### src/design/pcc_pkg.sv
package pcc_pkg;

    localparam int unsigned CFG_IDX_W = 3;
    localparam int unsigned CFG_DATA_W = 31;
    localparam int unsigned DIV_CNT_W = 5;

    localparam logic [CFG_IDX_W-1:0] REG_GAIN_P = 3'd0;
    localparam logic [CFG_IDX_W-1:0] REG_GAIN_I = 3'd1;
    localparam logic [CFG_IDX_W-1:0] REG_GAIN_D = 3'd2;
    localparam logic [CFG_IDX_W-1:0] REG_LIMIT_OUTPUT = 3'd3;
    localparam logic [CFG_IDX_W-1:0] REG_LIMIT_INTEGRAL = 3'd4;

    localparam logic signed [31:0] SAT_MAX = 32'sh7FFF_FFFF;
    localparam logic signed [31:0] SAT_MIN = 32'sh8000_0000;
    localparam logic [CFG_DATA_W-1:0] LIMIT_RESET = 31'h7FFF_FFFF;

    // step count of the last quotient bit below the saturation point
    localparam logic [DIV_CNT_W-1:0] DIV_LAST = 5'd30;

    typedef struct packed {
        logic signed [31:0] measured;
        logic signed [31:0] setpoint;
        logic [15:0]        period;
    } t_in;

    typedef struct packed {
        logic signed [31:0] drive;
        logic               integral_clamped;
        logic               output_clamped;
    } t_out;

    typedef struct packed {
        logic [CFG_DATA_W-1:0] gain_p;
        logic [CFG_DATA_W-1:0] gain_i;
        logic [CFG_DATA_W-1:0] gain_d;
        logic [CFG_DATA_W-1:0] limit_output;
        logic [CFG_DATA_W-1:0] limit_integral;
    } t_cfg;

    typedef enum logic [1:0] {
        MUL_INC,
        MUL_P,
        MUL_D,
        MUL_I
    } t_mul_sel;

    typedef struct packed {
        logic     load_in;
        logic     calc_err;
        logic     calc_diff;
        logic     mul_en;
        t_mul_sel mul_sel;
        logic     upd_int;
        logic     take_p;
        logic     take_d;
        logic     div_init;
        logic     div_step;
        logic     calc_sum;
        logic     load_out;
    } t_cmd;

    typedef struct packed {
        logic div_done;
    } t_stat;

    typedef enum logic [3:0] {
        S_IDLE,
        S_ERR,
        S_INC,
        S_INT,
        S_P,
        S_D,
        S_DSET,
        S_DIV,
        S_SUM,
        S_OUT
    } t_state;

    function automatic logic signed [31:0] f_sat32(input logic signed [47:0] v);
        logic signed [31:0] r;
        if (v > 48'sd2147483647) begin
            r = SAT_MAX;
        end else if (v < -48'sd2147483648) begin
            r = SAT_MIN;
        end else begin
            r = v[31:0];
        end
        return r;
    endfunction

endpackage

### src/design/pcc_ctrl.sv
module pcc_ctrl
    import pcc_pkg::*;
(
    input  logic  i_clk,
    input  logic  i_rst_n,
    input  logic  i_in_valid,
    input  logic  i_out_free,
    input  t_stat i_stat,
    output logic  o_in_stall,
    output t_cmd  o_cmd
);

    t_state r_state;
    t_state n_state;

    always_ff @(posedge i_clk) begin
        if (!i_rst_n) begin
            r_state <= S_IDLE;
        end else begin
            r_state <= n_state;
        end
    end

    always_comb begin
        n_state = r_state;
        o_cmd = '0;
        o_cmd.mul_sel = MUL_INC;
        o_in_stall = (r_state != S_IDLE);
        case (r_state)
            S_IDLE: begin
                if (i_in_valid) begin
                    o_cmd.load_in = 1'b1;
                    n_state = S_ERR;
                end
            end
            S_ERR: begin
                o_cmd.calc_err = 1'b1;
                n_state = S_INC;
            end
            S_INC: begin
                o_cmd.mul_en = 1'b1;
                o_cmd.mul_sel = MUL_INC;
                o_cmd.calc_diff = 1'b1;
                n_state = S_INT;
            end
            S_INT: begin
                o_cmd.upd_int = 1'b1;
                o_cmd.mul_en = 1'b1;
                o_cmd.mul_sel = MUL_P;
                n_state = S_P;
            end
            S_P: begin
                o_cmd.take_p = 1'b1;
                o_cmd.mul_en = 1'b1;
                o_cmd.mul_sel = MUL_D;
                n_state = S_D;
            end
            S_D: begin
                o_cmd.take_d = 1'b1;
                o_cmd.mul_en = 1'b1;
                o_cmd.mul_sel = MUL_I;
                n_state = S_DSET;
            end
            S_DSET: begin
                o_cmd.div_init = 1'b1;
                n_state = S_DIV;
            end
            S_DIV: begin
                o_cmd.div_step = 1'b1;
                if (i_stat.div_done) begin
                    n_state = S_SUM;
                end
            end
            S_SUM: begin
                o_cmd.calc_sum = 1'b1;
                n_state = S_OUT;
            end
            S_OUT: begin
                if (i_out_free) begin
                    o_cmd.load_out = 1'b1;
                    n_state = S_IDLE;
                end
            end
            default: begin
                n_state = S_IDLE;
            end
        endcase
    end

endmodule

### src/design/pcc_dpath.sv
module pcc_dpath
    import pcc_pkg::*;
(
    input  logic  i_clk,
    input  logic  i_rst_n,
    input  t_cmd  i_cmd,
    input  t_in   i_in,
    input  t_cfg  i_cfg,
    output t_stat o_stat,
    output t_out  o_res
);

    logic signed [31:0] r_meas;
    logic signed [31:0] r_setp;
    logic [15:0]        r_per;
    logic signed [31:0] r_err;
    logic signed [31:0] r_prev;
    logic signed [31:0] r_diff;
    logic signed [31:0] r_integral;
    logic               r_int_hit;
    logic signed [63:0] r_prod;
    logic signed [31:0] r_p;
    logic signed [31:0] r_d;
    logic               r_neg;
    logic               r_sat;
    logic [15:0]        r_rem;
    logic [30:0]        r_mag_lo;
    logic [30:0]        r_quo;
    logic [DIV_CNT_W-1:0] r_cnt;
    logic signed [31:0] r_drive;
    logic               r_out_hit;

    logic signed [31:0] mul_a;
    logic signed [31:0] mul_b;
    logic signed [63:0] mul_p;
    logic signed [32:0] err_full;
    logic signed [32:0] diff_full;
    logic signed [32:0] int_sum;
    logic signed [32:0] lim_i;
    logic [15:0]        divisor;
    logic [61:0]        mag;
    logic [30:0]        mag_hi;
    logic [16:0]        trial;
    logic signed [31:0] i_term;
    logic signed [33:0] drv_sum;
    logic signed [33:0] lim_o;

    // shared multiplier
    always_comb begin
        case (i_cmd.mul_sel)
            MUL_INC: begin
                mul_a = r_err;
                mul_b = $signed({16'b0, r_per});
            end
            MUL_P: begin
                mul_a = $signed({1'b0, i_cfg.gain_p});
                mul_b = r_err;
            end
            MUL_D: begin
                mul_a = $signed({1'b0, i_cfg.gain_d});
                mul_b = r_diff;
            end
            MUL_I: begin
                mul_a = $signed({1'b0, i_cfg.gain_i});
                mul_b = r_integral;
            end
            default: begin
                mul_a = r_err;
                mul_b = r_err;
            end
        endcase
    end

    assign mul_p = 64'(mul_a) * 64'(mul_b);

    assign err_full = $signed({r_setp[31], r_setp}) - $signed({r_meas[31], r_meas});
    assign diff_full = $signed({r_err[31], r_err}) - $signed({r_prev[31], r_prev});

    // integral update, increment is floor(err * period / 2^16)
    assign int_sum = $signed({r_integral[31], r_integral})
                   + $signed({r_prod[47], r_prod[47:16]});
    assign lim_i = $signed({2'b00, i_cfg.limit_integral});

    assign divisor = (r_per == 16'd0) ? 16'd1 : r_per;
    assign mag = r_prod[63] ? 62'(-r_prod) : r_prod[61:0];
    assign mag_hi = mag[61:31];
    assign trial = {r_rem, r_mag_lo[30]};

    always_comb begin
        if (r_sat) begin
            i_term = r_neg ? SAT_MIN : SAT_MAX;
        end else if (r_neg) begin
            i_term = -$signed({1'b0, r_quo});
        end else begin
            i_term = $signed({1'b0, r_quo});
        end
    end

    assign drv_sum = 34'(r_p) + 34'(i_term) + 34'(r_d);
    assign lim_o = $signed({3'b000, i_cfg.limit_output});

    always_ff @(posedge i_clk) begin
        if (!i_rst_n) begin
            r_prev <= '0;
            r_integral <= '0;
            r_cnt <= '0;
        end else begin
            if (i_cmd.calc_diff) begin
                r_prev <= r_err;
            end
            if (i_cmd.upd_int) begin
                if (int_sum > lim_i) begin
                    r_integral <= lim_i[31:0];
                end else if (int_sum < -lim_i) begin
                    r_integral <= 32'(-lim_i);
                end else begin
                    r_integral <= int_sum[31:0];
                end
            end
            if (i_cmd.div_init) begin
                r_cnt <= '0;
            end else if (i_cmd.div_step) begin
                r_cnt <= r_cnt + DIV_CNT_W'(1);
            end
        end
    end

    always_ff @(posedge i_clk) begin
        if (i_cmd.load_in) begin
            r_meas <= i_in.measured;
            r_setp <= i_in.setpoint;
            r_per <= i_in.period;
        end
        if (i_cmd.calc_err) begin
            r_err <= f_sat32(48'(err_full));
        end
        if (i_cmd.calc_diff) begin
            r_diff <= f_sat32(48'(diff_full));
        end
        if (i_cmd.mul_en) begin
            r_prod <= mul_p;
        end
        if (i_cmd.upd_int) begin
            r_int_hit <= (int_sum > lim_i) || (int_sum < -lim_i);
        end
        if (i_cmd.take_p) begin
            r_p <= f_sat32($signed(r_prod[63:16]));
        end
        if (i_cmd.take_d) begin
            r_d <= f_sat32($signed(r_prod[63:16]));
        end
        // quotient of at least 2^31 saturates, else 31 restoring steps
        if (i_cmd.div_init) begin
            r_neg <= r_prod[63];
            r_sat <= (mag_hi >= {15'b0, divisor});
            r_rem <= mag_hi[15:0];
            r_mag_lo <= mag[30:0];
            r_quo <= '0;
        end else if (i_cmd.div_step) begin
            r_mag_lo <= {r_mag_lo[29:0], 1'b0};
            if (trial >= {1'b0, divisor}) begin
                r_rem <= 16'(trial - {1'b0, divisor});
                r_quo <= {r_quo[29:0], 1'b1};
            end else begin
                r_rem <= trial[15:0];
                r_quo <= {r_quo[29:0], 1'b0};
            end
        end
        if (i_cmd.calc_sum) begin
            if (drv_sum > lim_o) begin
                r_drive <= lim_o[31:0];
                r_out_hit <= 1'b1;
            end else if (drv_sum < -lim_o) begin
                r_drive <= 32'(-lim_o);
                r_out_hit <= 1'b1;
            end else begin
                r_drive <= drv_sum[31:0];
                r_out_hit <= 1'b0;
            end
        end
    end

    assign o_stat.div_done = (r_cnt == DIV_LAST);

    assign o_res.drive = r_drive;
    assign o_res.integral_clamped = r_int_hit;
    assign o_res.output_clamped = r_out_hit;

endmodule

### src/design/pid_controller_clamped_core.sv
// channel | dir | signals                       | beat
// in      | in  | i_in_valid, o_in_stall, i_in  | measured, setpoint, period
// out     | out | o_out_valid, i_out_stall, o_out | drive, integral_clamped, output_clamped
// cfg     | in  | i_cfg_we, i_cfg_idx, i_cfg_data | one register write
//
// one beat at a time: accept, error, four multiply/update steps, divider setup, a
// 31-step restoring divider for the integral term, final sum and clamp, output load
// the shared 32x32 multiplier and the one-bit-per-cycle divider set the rate
// synchronous active-low reset clears integral, last error and all control
// a finished result waits in the output register; a stalled output holds the
// controller only once the next result is ready
module pid_controller_clamped_core
    import pcc_pkg::*;
(
    input  logic                  i_clk,
    input  logic                  i_rst_n,
    input  logic                  i_in_valid,
    output logic                  o_in_stall,
    input  t_in                   i_in,
    output logic                  o_out_valid,
    input  logic                  i_out_stall,
    output t_out                  o_out,
    input  logic                  i_cfg_we,
    input  logic [CFG_IDX_W-1:0]  i_cfg_idx,
    input  logic [CFG_DATA_W-1:0] i_cfg_data
);

    t_cfg  r_cfg;
    t_out  r_out;
    logic  r_out_valid;
    t_cmd  cmd;
    t_stat stat;
    t_out  res;
    logic  out_free;

    always_ff @(posedge i_clk) begin
        if (!i_rst_n) begin
            r_cfg.gain_p <= '0;
            r_cfg.gain_i <= '0;
            r_cfg.gain_d <= '0;
            r_cfg.limit_output <= LIMIT_RESET;
            r_cfg.limit_integral <= LIMIT_RESET;
        end else if (i_cfg_we) begin
            case (i_cfg_idx)
                REG_GAIN_P: begin
                    r_cfg.gain_p <= i_cfg_data;
                end
                REG_GAIN_I: begin
                    r_cfg.gain_i <= i_cfg_data;
                end
                REG_GAIN_D: begin
                    r_cfg.gain_d <= i_cfg_data;
                end
                REG_LIMIT_OUTPUT: begin
                    r_cfg.limit_output <= i_cfg_data;
                end
                REG_LIMIT_INTEGRAL: begin
                    r_cfg.limit_integral <= i_cfg_data;
                end
                default: begin
                end
            endcase
        end
    end

    assign out_free = !r_out_valid || !i_out_stall;

    always_ff @(posedge i_clk) begin
        if (!i_rst_n) begin
            r_out_valid <= 1'b0;
        end else if (cmd.load_out) begin
            r_out_valid <= 1'b1;
        end else if (!i_out_stall) begin
            r_out_valid <= 1'b0;
        end
    end

    always_ff @(posedge i_clk) begin
        if (cmd.load_out) begin
            r_out <= res;
        end
    end

    pcc_ctrl u_ctrl (
        .i_clk      (i_clk),
        .i_rst_n    (i_rst_n),
        .i_in_valid (i_in_valid),
        .i_out_free (out_free),
        .i_stat     (stat),
        .o_in_stall (o_in_stall),
        .o_cmd      (cmd)
    );

    pcc_dpath u_dpath (
        .i_clk   (i_clk),
        .i_rst_n (i_rst_n),
        .i_cmd   (cmd),
        .i_in    (i_in),
        .i_cfg   (r_cfg),
        .o_stat  (stat),
        .o_res   (res)
    );

    assign o_out_valid = r_out_valid;
    assign o_out = r_out;

    a_accept_busy: assert property (@(posedge i_clk) disable iff (!i_rst_n)
        (i_in_valid && !o_in_stall) |=> o_in_stall)
        else $error("input accepted while an item is in flight");

    a_reset_state: assert property (@(posedge i_clk)
        !i_rst_n |=> (!o_out_valid && !o_in_stall))
        else $error("reset left the block busy");

    a_load_free: assert property (@(posedge i_clk) disable iff (!i_rst_n)
        cmd.load_out |-> (!r_out_valid || !i_out_stall))
        else $error("result overwrote an untaken result");

endmodule
### config.mk
export PLATFORM = sky130hd
export DESIGN_NAME = pid_controller_clamped_core
export DESIGN_NICKNAME = d
export VERILOG_FILES = /design/src/design/pcc_pkg.sv /design/src/design/pcc_ctrl.sv /design/src/design/pcc_dpath.sv /design/src/design/pid_controller_clamped_core.sv
export SDC_FILE = /design/constraint.sdc
export NUM_CORES = 2
export LEC_CHECK = 0
export BUFFER_PORTS_ARGS = -buffer_cell sky130_fd_sc_hd__buf_2
export CORE_MARGIN = 2
export CORE_UTILIZATION = 40
export DETAILED_ROUTE_END_ITERATION = 10
export PLACE_DENSITY_LB_ADDON = 0.1
export SLEW_MARGIN = 30
export SYNTH_ARGS = -nofsm -noshare
export SYNTH_HDL_FRONTEND = slang
export SYNTH_SLANG_ARGS = --single-unit
### constraint.sdc
create_clock -name i_clk -period 19.8 [get_ports i_clk]
set_input_delay 2.97 -clock i_clk [delete_from_list [all_inputs] [get_ports i_clk]]
set_output_delay 2.97 -clock i_clk [all_outputs]
set_load 0.1 [all_outputs]
# Word level (Yosys, flattened, before mapping)
# Index checks and enable logic that the tools add are counted.
[op_classes] addsub=11 multipliers=1 div_mod_pow=0 magnitude_cmp=12 n_eq_ne=21 n_shift=0 muxes=41 n_bitwise=1 n_reduce_logical=17
[ops] operator="two-way mux 32 bit" count=10
[ops] operator="one-hot mux 32 bit (4 select lines)" count=2
[ops] operator="two-way mux 31 bit" count=3
[ops] operator="adder 32 x 32 -> 33 bit" count=2
[ops] operator="> comparator 33 x 32 -> 1 bit (second input constant)" count=2
[ops] operator="< comparator 33 x 32 -> 1 bit (second input constant)" count=2
[ops] operator="subtractor 32 x 32 -> 33 bit" count=2
[ops] operator="multiplier 32 x 32 -> 64 bit" count=1
[ops] operator="two-way mux 16 bit" count=4
[ops] operator="two-way mux 62 bit" count=1
[ops] operator="negator 62 bit" count=1
[ops] operator="> comparator 48 x 32 -> 1 bit (second input constant)" count=1
[ops] operator="< comparator 48 x 32 -> 1 bit (second input constant)" count=1
[ops] operator="one-hot mux 4 bit (10 select lines)" count=1
[ops] operator="adder 33 x 32 -> 34 bit" count=1
[ops] operator="> comparator 34 x 32 -> 1 bit" count=1
[ops] operator="< comparator 34 bit" count=1
[ops] operator="negator 31 -> 34 bit" count=1
[ops] operator="> comparator 33 x 32 -> 1 bit" count=1
[ops] operator="< comparator 33 bit" count=1
[ops] operator="negator 31 -> 33 bit" count=1
[ops] operator="negator 31 -> 32 bit" count=1
[ops] operator=">= comparator 31 x 16 -> 1 bit" count=1
[ops] operator=">= comparator 17 x 16 -> 1 bit" count=1
[ops] operator="29 further kinds" count=61
[word_totals] regBits=649 latch_bits=0 ramBits=0 mem_bits_ro=0 in_bits=119 output_inout_bits=36 mem_count=0

# Depth between registers and ports, before layout
[depth] word_depth=8 depth_mapped=39 mapped_depth_nobuf=34

# Cells and area by module
# A second synthesis with hierarchy kept.
[hier_totals] hier_cells=8255 area_unflattened_um2=76560.9
[modules_own_cells] mod="pcc_dpath" instances=1 cells_each=7596 area_each_um2=69108.8
[modules_own_cells] mod="pid_controller_clamped_core" instances=1 cells_each=613 area_each_um2=7115.6
[modules_own_cells] mod="pcc_ctrl" instances=1 cells_each=46 area_each_um2=336.6

# Least setup slack after synthesis
# No wires, ideal clock.
[synth_path] path_kind="register to register" from="register u_ctrl.r_state[2]" to="register u_dpath.r_prod[50], data pin" setup_time_ns=0.207 t_arrival_ns=9.912 required_time_ns=19.593 path_slack_ns=9.681 stages_incl_launch_ff=33 n_path_buf=3 period_less_slack_ns=10.119 path_cell_list="dfxtp_1 -> nand2b_1 -> nor3_1 -> clkbuf_1 -> clkbuf_1 -> a22oi_1 -> nand2_1 -> clkbuf_1 -> nand2_1 -> fa_1 -> inv_1 -> fa_1 -> inv_1 -> fa_1 -> inv_1 -> fa_1 -> fa_1 -> fa_1 -> fa_1 -> inv_1 -> fa_1 -> inv_1 -> ha_1 -> nand4_1 -> nor2_1 -> nand3_1 -> nor4_1 -> a221o_1 -> nor2_1 -> o21ai_0 -> a31oi_1 -> mux2i_1 -> a2111oi_0"
[synth_via] elab_chain_cells=5 elab_cells_between_ends=12
[synth_lines] item="start, declared" line_no="pcc_ctrl.sv:13" rtl="t_state r_state;"
[synth_lines] item="start signal, assigned" line_no="pcc_ctrl.sv:20" rtl="r_state <= n_state;"
[synth_lines] item="equality test 4 x 3 -> 1 bit / equality test 4 x 2 -> 1 bit (equally long branches)" line_no="pcc_ctrl.sv:29" rtl="case (r_state)"
[synth_lines] item="one-hot mux 3 bit (4 select lines) (*)" line_no="pcc_ctrl.sv:29"
[synth_lines] item="equality test 2 bit (tied with other cells)" line_no="pcc_dpath.sv:50" rtl="case (i_cmd.mul_sel)"
[synth_lines] item="one-hot mux 32 bit (4 select lines)" line_no="pcc_dpath.sv:50"
[synth_lines] item="multiplier 32 x 32 -> 64 bit (*)" line_no="pcc_dpath.sv:74" rtl="assign mul_p = 64'(mul_a) * 64'(mul_b);"
[synth_lines] item="via u_dpath.mul_p[50]" line_no="pcc_dpath.sv:35" rtl="logic signed [63:0] mul_p;"
[synth_lines] item="end signal, assigned" line_no="pcc_dpath.sv:141" rtl="r_prod <= mul_p;"
[synth_lines] item="end, declared" line_no="pcc_dpath.sv:21" rtl="logic signed [63:0] r_prod;"
# The timed path passes the listed nets; every way through them passes the cells marked *.
# A chain may end at the register's enable or synchronous reset.

# Worst setup path after layout
[layout_path] from="register u_ctrl.r_state[0]" to="register u_dpath.r_prod[56], data pin"
# Same word-level chain as after synthesis.

==> out/metrics.yaml <==
timing:
  worst_hold_slack_ns: 0.408
  relSlewSlack: 0.306
  rsz0062_at_grt: "no"
  max_freq_mhz: 84.3
  tns_ns: 0
  clock-skew-final_ns: 0.0411
  worstMarginPinSlew_ns: 1.04
  finalMaxSlewViolations: 0
  finalHoldViolCount: 0
  post-route-period-util: 0.599
  period_needed_ns: 11.87
  finalSetupViolations: 0
clock_tree:
  clk_latency_ns: 0.73
  cts_max_path_buffers: 3
  holdBufCountCts: 0
  clk_pin_slew_ns: 0.06
  clock-sinks: 649
  cts-resized-gates: 0
  post_cts_buffers: 0
  numCtsBuffers: 80
  cts_tree: "done"
  cts_max_level: 3
  root_buffer: "clkbuf_16"
logic_synthesis:
  synth_area_leaders: "fa_1 (30%), edfxtp_1 (15%), ha_1 (7.9%), dfxtp_1 (6.9%), inv_1 (6.8%)"
  ys_seq_elements: 649
  synth_ff_type: "edfxtp_1"
  synth_commonest_cells: "inv_1 (1,367), nand2_1 (1,298), fa_1 (1,119)"
  synth_warnings: 0
  synth_area_leader_cell: "fa_1"
  async_flop_share: 0
  netlist_area_sq_um: 75500
  synthCells: 8324
  seq_area_frac_synth: 0.224
  synth-edff-count: 389
  yosysMostFrequentCell: "inv_1"
  synth_top_area_share: 0.297
  syn_avg_cell_area_sq_um: 9.07
  ys_types: 93
routing:
  via_per_inst: 5.49
  wl_um: 277000
  detail-route-antenna-nets: 0
  routedWlPerCell_um: 25.3
  drt_iter0_markers: 4584
  drc_errors: 0
  via_count: 60000
  firstDrtPassIters: 6
layout:
  multi_input_area_sq_um: 52400
  fillCellCount: 18600
  layout-drive-gt1-share: 0.0597
  final_nets: 10100
  fin_cells: 10900
  syn2layout_area_growth_pct: 8.65
  seq_area_sq_um: 16900
setup_path:
  start_kind: "flop"
  worstPathArrival_ns: 12.31
  crit_top_cell: "fa_1"
  cp_slowest_cell: "buf_4"
  cp_max_fo: 68
  crit_family: "adder cells"
  path_buf_inv: 6
  required_ns: 20.24
  endpoint_kind: "flop"
  max_stage_delay_ns: 0.79
  critPathKind: "reg -> reg"
floorplan:
  start_util: 0.403
  pin_count: 155
  dieArea_sq_um: 192000
  core_area_sq_um: 188000
  die_h_um: 439
  rows: 159
  die_x_um: 439
global_routing:
  grt_pass1_vias: 62000
  grt_antenna_before_repair: 28
  grt_usage: 0.291
  grt_max_degree: 91
  grt_pass1_wl_um: 411000
  globalRouteOverflowTotal: 0
run:
  cap_violations: 0
placed_design:
  placed_cells: 10800
  portBuffers: 154
  gp_congestion: 0.966
  hpwl_um: 225000
worst_hold_path:
  min_path_type: "reg -> reg"
outcome:
  status: "complete, no violations"
==> cell families after synthesis <==
logic type      Yosys count  share of synthesized area
flops                   649                      0.224
other cells               2                  0.0000994
compound gates         1364                      0.121
xor+xnor                299                     0.0347
buf+inv                1716                     0.0857
mux                      35                    0.00474
fa+ha+maj              1634                      0.381
simple gates           2625                      0.150
==> final cells by class <==
| type | instances | share of cell area |
|---|---|---|
| Sequential cell | 649 | 0.206 |
| Clock buffer | 117 | 0.0280 |
| Clock inverter | 31 | 0.00445 |
| Antenna cell | 6 | 0.000183 |
| Tap cell | 2495 | 0.0380 |
| Inverter | 1371 | 0.0627 |
| Timing Repair Buffer | 284 | 0.0215 |
| Multi-Input combinational cell | 5986 | 0.639 |
==> flip-flops by register name (all words and copies together), names as in the netlist, 4 cells and up <==
name and flops:
r_cfg 155, u_dpath.r_prod 64, o_out 34, u_dpath.r_d 32, u_dpath.r_diff 32, u_dpath.r_drive 32
u_dpath.r_err 32, u_dpath.r_integral 32, u_dpath.r_meas 32, u_dpath.r_p 32, u_dpath.r_prev 32, u_dpath.r_setp 32
u_dpath.r_mag_lo 31, u_dpath.r_quo 31, u_dpath.r_per 16, u_dpath.r_rem 16, u_dpath.r_cnt 5, u_ctrl.r_state 4
==> cells in the final DEF (no fill, tap or decap), types with 81 or more instances in the layout <==
cell,instances
a21oi_1,310
buf_4,126
buf_2,155
nand2_1,1297
fa_1,1119
a21boi_0,151
ha_1,477
xor2_1,97
xnor2_1,201
nor2_1,730
clkbuf_16,84
nand4_1,82
a21o_1,150
inv_1,1364
dfxtp_1,260
edfxtp_1,389
nor3_1,81
o21ai_0,224
o211ai_1,104
==> metal layers <==
layer | wire, um | global-route usage
met5 | 69 | 0
met4 | 19400 | 0.174
met3 | 18600 | 0.0521
met2 | 128000 | 0.474
met1 | 110000 | 0.362
==> metrics by stage <==
| step | worst slack [ns] | util | instance area, sq um |
|---|---|---|---|
| floorplan | 9.68 | - | 75600 |
| finish | 7.93 | 0.437 | 82000 |
| detailed placement | 8.21 | 0.423 | 79300 |
| CTS | 8.18 | 0.437 | 82000 |
| global placement | 8.21 | 0.423 | 79300 |
| global route | 7.21 | 0.437 | 82000 |
==> final timing paths <==
path | from | to | slack [ns] | cells after the start
worst max-delay path | u_ctrl.r_state[0]$_SDFFE_PN0P_ | u_dpath.r_prod[56]$_DFFE_PP_ | 7.93 | 31
worst min-delay path | u_dpath.r_drive[22]$_DFFE_PP_ | o_out[24]$_DFFE_PP_ | 0.41 | 0
worst max register to register | u_ctrl.r_state[0]$_SDFFE_PN0P_ | u_dpath.r_prod[56]$_DFFE_PP_ | 7.93 | 31
worst min register to register | u_dpath.r_drive[22]$_DFFE_PP_ | o_out[24]$_DFFE_PP_ | 0.41 | 0
Power is not shown: default switching activity piles up to over one toggle a cycle in this logic, so the estimate is an artifact.
